File: src/rtl/core/rclpf_pkg.sv
`default_nettype none

package rclpf_pkg;

   // Scaling of the channel values
   localparam int FULL_SCALE   = 10000;
   localparam int NUM_CHANNELS = 7;
   localparam int SPAN         = 640;

   // Field widths
   localparam int CH_W   = 16;
   localparam int MAG_W  = CH_W + 1;
   localparam int VAL_W  = 10;
   localparam int FS_W   = 15;
   // |channel| * SPAN stays below 2**25
   localparam int M_W    = 25;
   localparam int PROD_W = 2 * M_W + 1;
   localparam int BACK_W = M_W + FS_W;

   // Reciprocal of the full scale: estimate is exact or one low
   localparam logic [M_W:0] RECIP = (M_W + 1)'((64'd1 << M_W) / FULL_SCALE);

   // Register stages of one scaling lane
   localparam int LANE_STAGES = 4;

   // Packet lengths and emit index
   localparam int DATA_LEN = 20;
   localparam int BIND_LEN = 12;
   localparam int IDX_W    = 5;

   // Commands
   localparam logic CMD_DATA = 1'b0;
   localparam logic CMD_BIND = 1'b1;

   // Packet constants
   localparam logic [7:0]  DATA_HDR     = 8'h13;
   localparam logic [7:0]  BIND_HDR     = 8'h0b;
   localparam logic [7:0]  PKT_VER      = 8'h01;
   localparam logic [7:0]  BIND_MARK    = 8'h7d;
   localparam logic [7:0]  BIND_TAIL_HI = 8'hc5;
   localparam logic [7:0]  BIND_TAIL_LO = 8'hd6;
   localparam logic [15:0] DATA_SYNC    = 16'h2f4a;
   localparam logic [15:0] BIND_SYNC    = 16'h7d7d;
   localparam logic [31:0] TX_ID_RESET  = 32'hb2c54a2f;

   typedef logic [DATA_LEN-1:0][7:0] frame_type;
   typedef logic [NUM_CHANNELS-1:0][VAL_W-1:0] lane_vals_type;
   typedef logic signed [CH_W-1:0] channel_type;

   // Emitter status toward the request side
   typedef struct packed {
      logic active;
      logic at_last;
      logic drain_ok;
   } emit_status_type;

endpackage

`default_nettype wire

File: src/rtl/core/rclpf_scale_lane.sv
`default_nettype none

module rclpf_scale_lane import rclpf_pkg::*; (
   input  wire logic             clock,
   input  wire channel_type      channel,
   output logic [VAL_W-1:0]      value
);

   logic signed [MAG_W-1:0] ext;
   logic [MAG_W-1:0]        mag;
   logic [M_W-1:0]          m_in, m_ff, m2_ff;
   logic                    neg_ff, neg2_ff, neg3_ff;
   logic [PROD_W-1:0]       prod;
   logic [M_W-1:0]          q_est_ff;
   logic [BACK_W-1:0]       back;
   logic [M_W-1:0]          rem;
   logic [M_W-1:0]          q_in, q_ff;
   logic [VAL_W-1:0]        value_in, value_ff;

   // Stage 1: take magnitude and scale by the span
   always_comb begin
      ext  = {channel[CH_W-1], channel};
      mag  = ext[MAG_W-1] ? MAG_W'(-ext) : MAG_W'(ext);
      m_in = M_W'((MAG_W + VAL_W)'(mag) * (MAG_W + VAL_W)'(SPAN));
   end

   always_ff @(posedge clock) begin
      m_ff   <= m_in;
      neg_ff <= channel[CH_W-1];
   end

   // Stage 2: estimate quotient by reciprocal multiply
   assign prod = PROD_W'(m_ff) * PROD_W'(RECIP);

   always_ff @(posedge clock) begin
      q_est_ff <= prod[M_W +: M_W];
      m2_ff    <= m_ff;
      neg2_ff  <= neg_ff;
   end

   // Stage 3: correct the estimate by one where the remainder is too large
   always_comb begin
      back = BACK_W'(q_est_ff) * BACK_W'(FULL_SCALE);
      rem  = m2_ff - back[M_W-1:0];
      q_in = (rem >= M_W'(FULL_SCALE)) ? q_est_ff + M_W'(1) : q_est_ff;
   end

   always_ff @(posedge clock) begin
      q_ff    <= q_in;
      neg3_ff <= neg2_ff;
   end

   // Stage 4: offset by the span and clamp to 0..span
   always_comb begin
      if (!neg3_ff) begin
         value_in = VAL_W'(SPAN);
      end else if (q_ff >= M_W'(SPAN)) begin
         value_in = '0;
      end else begin
         value_in = VAL_W'(SPAN) - q_ff[VAL_W-1:0];
      end
   end

   always_ff @(posedge clock) begin
      value_ff <= value_in;
   end

   assign value = value_ff;

endmodule

`default_nettype wire

File: src/rtl/core/rclpf_frame_merge.sv
`default_nettype none

module rclpf_frame_merge import rclpf_pkg::*; (
   input  wire logic          command,
   input  wire lane_vals_type vals,
   input  wire logic [31:0]   tx_id,
   output frame_type          frame
);

   logic [7:0] x1;
   logic [7:0] x2;
   logic [7:0] sum_hi;
   frame_type  data;

   // Pack lane values behind the header and append the check bytes
   always_comb begin
      data    = '0;
      data[0] = DATA_HDR;
      data[1] = tx_id[23:16];
      data[2] = PKT_VER;
      for (int i = 0; i < NUM_CHANNELS; i++) begin
         data[3 + 2 * i] = 8'(vals[i] >> 8);
         data[4 + 2 * i] = vals[i][7:0];
      end
      x1     = '0;
      x2     = '0;
      sum_hi = '0;
      for (int i = 3; i <= 16; i++) begin
         x1 = x1 ^ data[i];
      end
      for (int i = 3; i <= 14; i++) begin
         x2 = x2 ^ data[i];
      end
      for (int i = 3; i <= 13; i += 2) begin
         sum_hi = sum_hi + data[i];
      end
      data[17] = x1;
      data[18] = x2;
      data[19] = sum_hi;
   end

   // Select data or fixed bind layout
   always_comb begin
      if (command == CMD_BIND) begin
         frame     = '0;
         frame[0]  = BIND_HDR;
         frame[1]  = BIND_MARK;
         frame[2]  = PKT_VER;
         frame[3]  = PKT_VER;
         frame[4]  = tx_id[31:24];
         frame[5]  = tx_id[23:16];
         frame[6]  = tx_id[15:8];
         frame[7]  = tx_id[7:0];
         frame[10] = BIND_TAIL_HI;
         frame[11] = BIND_TAIL_LO;
      end else begin
         frame = data;
      end
   end

endmodule

`default_nettype wire

File: src/rtl/core/rclpf_emitter.sv
`default_nettype none

module rclpf_emitter import rclpf_pkg::*; (
   input  wire logic        clock,
   input  wire logic        reset,
   input  wire logic        load,
   input  wire logic        load_cmd,
   input  wire frame_type   frame,
   input  wire logic [31:0] tx_id,
   output emit_status_type  status,
   output logic             rsp_strobe,
   output logic [7:0]       rsp_out_byte,
   output logic             rsp_last_byte,
   output logic [15:0]      rsp_sync_word,
   output logic [7:0]       rsp_radio_address,
   output logic [7:0]       rsp_radio_channel
);

   frame_type        store_ff;
   logic             active_ff, active_in;
   logic [IDX_W-1:0] idx_ff, idx_in;
   logic             bind_ff;
   logic [15:0]      sync_ff;
   logic [7:0]       addr_ff;
   logic [7:0]       chan_ff;
   logic [IDX_W-1:0] last_idx;
   logic             at_last;

   assign last_idx = bind_ff ? IDX_W'(BIND_LEN - 1) : IDX_W'(DATA_LEN - 1);
   assign at_last  = (idx_ff == last_idx);

   // Advance the emit index one beat per cycle, restart on load
   always_comb begin
      active_in = active_ff;
      idx_in    = idx_ff;
      if (load) begin
         active_in = 1'b1;
         idx_in    = '0;
      end else if (active_ff) begin
         if (at_last) begin
            active_in = 1'b0;
            idx_in    = '0;
         end else begin
            idx_in = idx_ff + IDX_W'(1);
         end
      end
   end

   always_ff @(posedge clock) begin
      if (reset) begin
         active_ff <= 1'b0;
         idx_ff    <= '0;
      end else begin
         active_ff <= active_in;
         idx_ff    <= idx_in;
      end
   end

   // Capture the packet and its radio settings on load
   always_ff @(posedge clock) begin
      if (load) begin
         store_ff <= frame;
         bind_ff  <= (load_cmd == CMD_BIND);
         if (load_cmd == CMD_BIND) begin
            sync_ff <= BIND_SYNC;
            addr_ff <= BIND_MARK;
            chan_ff <= BIND_MARK;
         end else begin
            sync_ff <= DATA_SYNC;
            addr_ff <= tx_id[23:16];
            chan_ff <= tx_id[31:24];
         end
      end
   end

   // Report whether the packet ends no later than a new one leaves the lanes
   always_comb begin
      status.active   = active_ff;
      status.at_last  = at_last;
      status.drain_ok = ((IDX_W + 1)'(idx_ff) + (IDX_W + 1)'(LANE_STAGES))
                        >= (IDX_W + 1)'(last_idx);
   end

   assign rsp_strobe        = active_ff;
   assign rsp_out_byte      = store_ff[idx_ff];
   assign rsp_last_byte     = active_ff & at_last;
   assign rsp_sync_word     = sync_ff;
   assign rsp_radio_address = addr_ff;
   assign rsp_radio_channel = chan_ff;

endmodule

`default_nettype wire

File: src/rtl/core/rc_link_packet_framer.sv
// Radio link packet framer. A request (start high while busy is low) builds
// one packet: a data request scales seven signed channel values in seven
// parallel four-stage lanes and emits 20 bytes, a bind request emits 12
// fixed bytes carrying the transmitter id. Bytes leave one per cycle, one
// beat per cycle on rsp_strobe, and the receiver cannot stall them. The
// first byte appears once the request has passed the lane stages and been
// loaded into the emitter. The one-byte-per-cycle emitter sets the rate, and
// the next request is taken while the current packet is still going out,
// so packets follow with no gap. Write csr_wr_data only while the block is
// idle.
`default_nettype none

module rc_link_packet_framer import rclpf_pkg::*; (
   input  wire logic        clock,
   input  wire logic        reset,
   input  wire logic        start,
   output logic             busy,
   input  wire logic        req_command,
   input  wire channel_type req_channel_0,
   input  wire channel_type req_channel_1,
   input  wire channel_type req_channel_2,
   input  wire channel_type req_channel_3,
   input  wire channel_type req_channel_4,
   input  wire channel_type req_channel_5,
   input  wire channel_type req_channel_6,
   input  wire logic        csr_wr_en,
   input  wire logic [31:0] csr_wr_data,
   output logic             rsp_strobe,
   output logic [7:0]       rsp_out_byte,
   output logic             rsp_last_byte,
   output logic [15:0]      rsp_sync_word,
   output logic [7:0]       rsp_radio_address,
   output logic [7:0]       rsp_radio_channel
);

   logic [31:0]            tx_id_ff;
   logic                   accept;
   logic [LANE_STAGES-1:0] vld_ff, vld_in;
   logic [LANE_STAGES-1:0] cmd_ff, cmd_in;
   channel_type            chans [NUM_CHANNELS];
   lane_vals_type          vals;
   frame_type              frame;
   emit_status_type        status;
   logic                   load;

   // Hold the transmitter id
   always_ff @(posedge clock) begin
      if (reset) begin
         tx_id_ff <= TX_ID_RESET;
      end else if (csr_wr_en) begin
         tx_id_ff <= csr_wr_data;
      end
   end

   // Take a request only when its packet can start as the current one ends
   assign busy   = (|vld_ff) | (status.active & ~status.drain_ok);
   assign accept = start & ~busy;

   // Track the beat through the lane stages
   assign vld_in = {vld_ff[LANE_STAGES-2:0], accept};
   assign cmd_in = {cmd_ff[LANE_STAGES-2:0], req_command};

   always_ff @(posedge clock) begin
      if (reset) begin
         vld_ff <= '0;
      end else begin
         vld_ff <= vld_in;
      end
   end

   always_ff @(posedge clock) begin
      cmd_ff <= cmd_in;
   end

   assign load = vld_ff[LANE_STAGES-1];

   // Scale each channel in its own lane
   assign chans[0] = req_channel_0;
   assign chans[1] = req_channel_1;
   assign chans[2] = req_channel_2;
   assign chans[3] = req_channel_3;
   assign chans[4] = req_channel_4;
   assign chans[5] = req_channel_5;
   assign chans[6] = req_channel_6;

   for (genvar g = 0; g < NUM_CHANNELS; g++) begin : g_lane
      rclpf_scale_lane u_lane (
         .clock   (clock),
         .channel (chans[g]),
         .value   (vals[g])
      );
   end

   // Merge lane results into the packet
   rclpf_frame_merge u_merge (
      .command (cmd_ff[LANE_STAGES-1]),
      .vals    (vals),
      .tx_id   (tx_id_ff),
      .frame   (frame)
   );

   // Emit the packet bytes
   rclpf_emitter u_emit (
      .clock             (clock),
      .reset             (reset),
      .load              (load),
      .load_cmd          (cmd_ff[LANE_STAGES-1]),
      .frame             (frame),
      .tx_id             (tx_id_ff),
      .status            (status),
      .rsp_strobe        (rsp_strobe),
      .rsp_out_byte      (rsp_out_byte),
      .rsp_last_byte     (rsp_last_byte),
      .rsp_sync_word     (rsp_sync_word),
      .rsp_radio_address (rsp_radio_address),
      .rsp_radio_channel (rsp_radio_channel)
   );

   // A packet leaving the lanes never cuts into the one being emitted
   a_load_free: assert property (@(posedge clock) disable iff (reset)
      load |-> (!status.active || status.at_last))
      else $error("packet loaded while emitter mid-packet");

   // A taken request shows its first byte once it has left the lanes and been loaded into the emitter
   a_first_byte: assert property (@(posedge clock) disable iff (reset)
      accept |-> ##(LANE_STAGES + 1) (rsp_strobe &&
         (rsp_out_byte == DATA_HDR || rsp_out_byte == BIND_HDR)))
      else $error("first packet byte missing");

   // Only one request is in the lanes at a time
   a_one_in_lanes: assert property (@(posedge clock) disable iff (reset)
      $countones(vld_ff) <= 1)
      else $error("overlapping requests in lanes");

   // The last byte is followed by silence unless a load came with it, never a stray beat
   a_end_clean: assert property (@(posedge clock) disable iff (reset)
      rsp_last_byte |=> (!rsp_strobe || $past(load)))
      else $error("beat after last byte without new packet");

endmodule

`default_nettype wire

File: config.mk
export PLATFORM = sky130hd
export DESIGN_NAME = rc_link_packet_framer
export DESIGN_NICKNAME = d
export VERILOG_FILES = /design/src/rtl/core/rclpf_pkg.sv /design/src/rtl/core/rclpf_scale_lane.sv /design/src/rtl/core/rclpf_frame_merge.sv /design/src/rtl/core/rclpf_emitter.sv /design/src/rtl/core/rc_link_packet_framer.sv
export SDC_FILE = /design/constraint.sdc
export NUM_CORES = 2
export LEC_CHECK = 0
export ABC_AREA = 1
export BUFFER_PORTS_ARGS = -buffer_cell sky130_fd_sc_hd__buf_2
export CAP_MARGIN = 15
export CORE_ASPECT_RATIO = 1.5
export CORE_MARGIN = 4
export CORE_UTILIZATION = 53
export CTS_CLUSTER_SIZE = 10
export DETAILED_ROUTE_END_ITERATION = 7
export HOLD_SLACK_MARGIN = 0.08
export PLACE_DENSITY = 0.82
export SYNTH_ARGS = -nofsm -noshare
export SYNTH_HDL_FRONTEND = slang
export SYNTH_SLANG_ARGS = --single-unit
export TNS_END_PERCENT = 5
File: constraint.sdc
create_clock -name clock -period 6 [get_ports clock]
set_input_delay 0 -clock clock [delete_from_list [all_inputs] [get_ports clock]]
set_output_delay 0 -clock clock [all_outputs]
set_load 0.01 [all_outputs]
==> impl_metrics.tcl <==
set metrics [dict create \
    outcome "finished, violations left" \
    violations "setup timing" \
    crit_fanout 8 \
    cp_data_required_time_ns 6.59 \
    synth_top_area_frac 0.2259 \
    synth_cell_types 74 \
    synth_top_family_by_area "adder cells" \
    slew_headroom 0.2866 \
    area_growth_pct 14.76 \
    synth_xor_area_frac 0.05994 \
    clock_tree.root_cell "clkbuf_16" \
    path_buf_inv 5 \
    worst_setup_path_end_kind "flop" \
    syn_avg_cell_area_sq_um 7.955 \
    cts_buffer_depth 3 \
    slowest_stage "fa_1" \
    drtAntennaViolNets 0 \
    dieArea_sq_um 158200 \
    place_ws_ns -0.1640 \
    grt_pass1_wl_um 348300 \
    firstDrtPassIters 8 \
    coreArea_sq_um 150400 \
    numClockSinks 685 \
    clock_skew_ns 0.04232 \
    slowest_delay_ns 0.65 \
    tightest_slew_ns 1.070 \
    fin_cells 12830 \
    portBuffers 183 \
    via_per_inst 5.359 \
    synth-seq-area-share 0.1856 \
    drc 0 \
    final_common_cell "inv_1" \
    gp_congestion 0.9761 \
    finalSetupViolCount 8 \
    track_usage 0.2699 \
    vias 68740 \
    numCtsBuffers 84 \
    wl_um 222000 \
    ys_async_sr_fraction 0 \
    io_pins 192 \
    post-dp-hpwl_um 179700 \
    grt_pass1_vias 71300 \
    cp.arrival_ns 6.64 \
    min_period_over_period 1.008 \
    start_util 0.5346 \
    die_h_um 485.1 \
    synth_compound_area_frac 0.07568 \
    syn-cell-area_sq_um 80430 \
    hold_violations 0 \
    synth-main-ff-cell "dfxtp_1" \
    slew_viol_final 0 \
    holdWs_ns 0.1238 \
    globalRoute.totalOverflow 0 \
    mostFrequentLayoutCells "inv_1 (2207), nand2_1 (1731), ha_1 (1358)" \
    num_rows 174 \
    hp-class "input port to flop" \
    rsz0062_at_grt "true" \
    syn_inst 10110 \
    yosysWarnings 0 \
    fin_crit_ns 6.047 \
    cts_tree "built" \
    cp_common_cell "nand2_2" \
    maxCapViolCount 0 \
    post-place-cells 12410 \
    fmax_ghz 0.1654 \
    first_iter_violations 4491 \
    clock_latency_ns 0.71 \
    cp-start-kind "flop" \
    worst_slack_ns -0.04680 \
    ys_ff_latch 685 \
    synth_adder_area_share 0.3879 \
    synth_top_area_cell "ha_1" \
    crit_family "adder cells" \
    drive_gt1_frac 0.1047 \
    synth-simple-area-share 0.1779 \
    die_w_um 326.1 \
    fillers 12350 \
    criticalPathCategory "flop to flop" \
    h-tree-depth 3 \
    synth_mux_area_frac 0 \
    wl_per_cell_um 17.31 \
    synth_edf_count 121 \
    nets 13000 \
    synthTopCellsByArea "ha_1 (23%), fa_1 (16%), dfxtp_1 (14%)" \
    grt_max_degree 83 \
    clk_pin_slew_worst_paths_ns 0.06 \
    antenna_found_initial 4 \
]
path summary, 6_finish.rpt:
kind                                              from  depth (start not counted)  slack [ns]                           endpoint
hold reg to reg       g_lane[2].u_lane.neg2_ff$_DFF_P_                          0        0.30   g_lane[2].u_lane.neg3_ff$_DFF_P_
hold / removal                       req_channel_6[11]                          5        0.12  g_lane[6].u_lane.m_ff[18]$_DFF_P_
setup reg to reg  g_lane[0].u_lane.q_est_ff[6]$_DFF_P_                         36       -0.05   g_lane[0].u_lane.q_ff[7]$_DFF_P_
setup / recovery  g_lane[0].u_lane.q_est_ff[6]$_DFF_P_                         36       -0.05   g_lane[0].u_lane.q_ff[7]$_DFF_P_
cell families (layout without fill, tap and decap cells):
| kind of cell | count (synthesis) | after routing |
|---|---|---|
| compound gates | 1093 | 1093 |
| flops | 685 | 685 |
| xor+xnor | 547 | 547 |
| other cells | 2 | 19 |
| buf+inv | 2380 | 3052 |
| fa+ha+maj | 2103 | 2103 |
| simple gates | 3300 | 3303 |
cells in the mapped netlist, drive strengths merged, types with 43 or more instances:
library cell	count
a21oi	543
clkbuf	43
dfxtp	564
edfxtp	121
fa	651
ha	1452
inv	2294
nand2	1857
nand3	398
nand3b	50
nand4	141
nor2	665
nor3	104
o21ai	330
xnor2	194
xor2	353
flip-flops by register name (all words and copies together), names as in the netlist, 8 cells and up:
signal / flops
g_lane.u_lane.q_est_ff: 84
tx_id_ff: 32
g_lane.u_lane.value: 70
g_lane.u_lane.m2_ff: 126
u_emit.store_ff: 112
u_emit.rsp_radio_channel: 8
g_lane.u_lane.q_ff: 91
g_lane.u_lane.m_ff: 126
metrics by stage:
stage,TNS (ns),utilization,instance area [sq um]
after floorplan,0,-,80480
after global placement,0,0.5633,84740
after detailed placement,-4.205,0.5633,84740
after CTS,-0.3868,0.5960,89650
after global routing,-11.69,0.6135,92290
final,-0.2009,0.6136,92300
layout make-up:
| type | instances | area [sq um] | share of cell area |
|---|---|---|---|
| Clock buffer | 115 | 2248 | 0.02436 |
| Antenna cell | 4 | 10.01 | 0.0001084 |
| Tap cell | 2024 | 2532 | 0.02744 |
| Clock inverter | 21 | 330.3 | 0.003579 |
| Timing Repair Buffer | 620 | 4918 | 0.05329 |
| Inverter | 2296 | 8638 | 0.09359 |
| Multi-Input combinational cell | 7061 | 58660 | 0.6355 |
| Sequential cell | 685 | 14970 | 0.1621 |
worst reg2reg max path: cells and delay by family, from the launching register on:
kind                       cells  cell delay [ns]
AOI/OAI and AO/OA              3             0.41
xor gates and xnor gates       1             0.13
adders and majority gates      7             2.83
buffers and inverters          5             0.27
DFF                            1             0.35
and+or+nand+nor               20             1.96
per-layer routing:
metal,part of all wire,track usage,wire (um)
met5,0,0,0
met4,0.056,0.1319,12450
met3,0.056,0.03415,12340
met2,0.51,0.5069,114000
met1,0.37,0.2981,83160
timing repair:
action,in CTS,in global routing
gates resized for setup,23,508
setup buffers,9,43
setup endpoints to repair,76,91
pin swaps,10,225
cloned,0,9
endpoints found under the hold margin,172,0
hold buffers,214,0
Power is not shown: default switching activity piles up to over one toggle a cycle in this logic, so the estimate is an artifact.
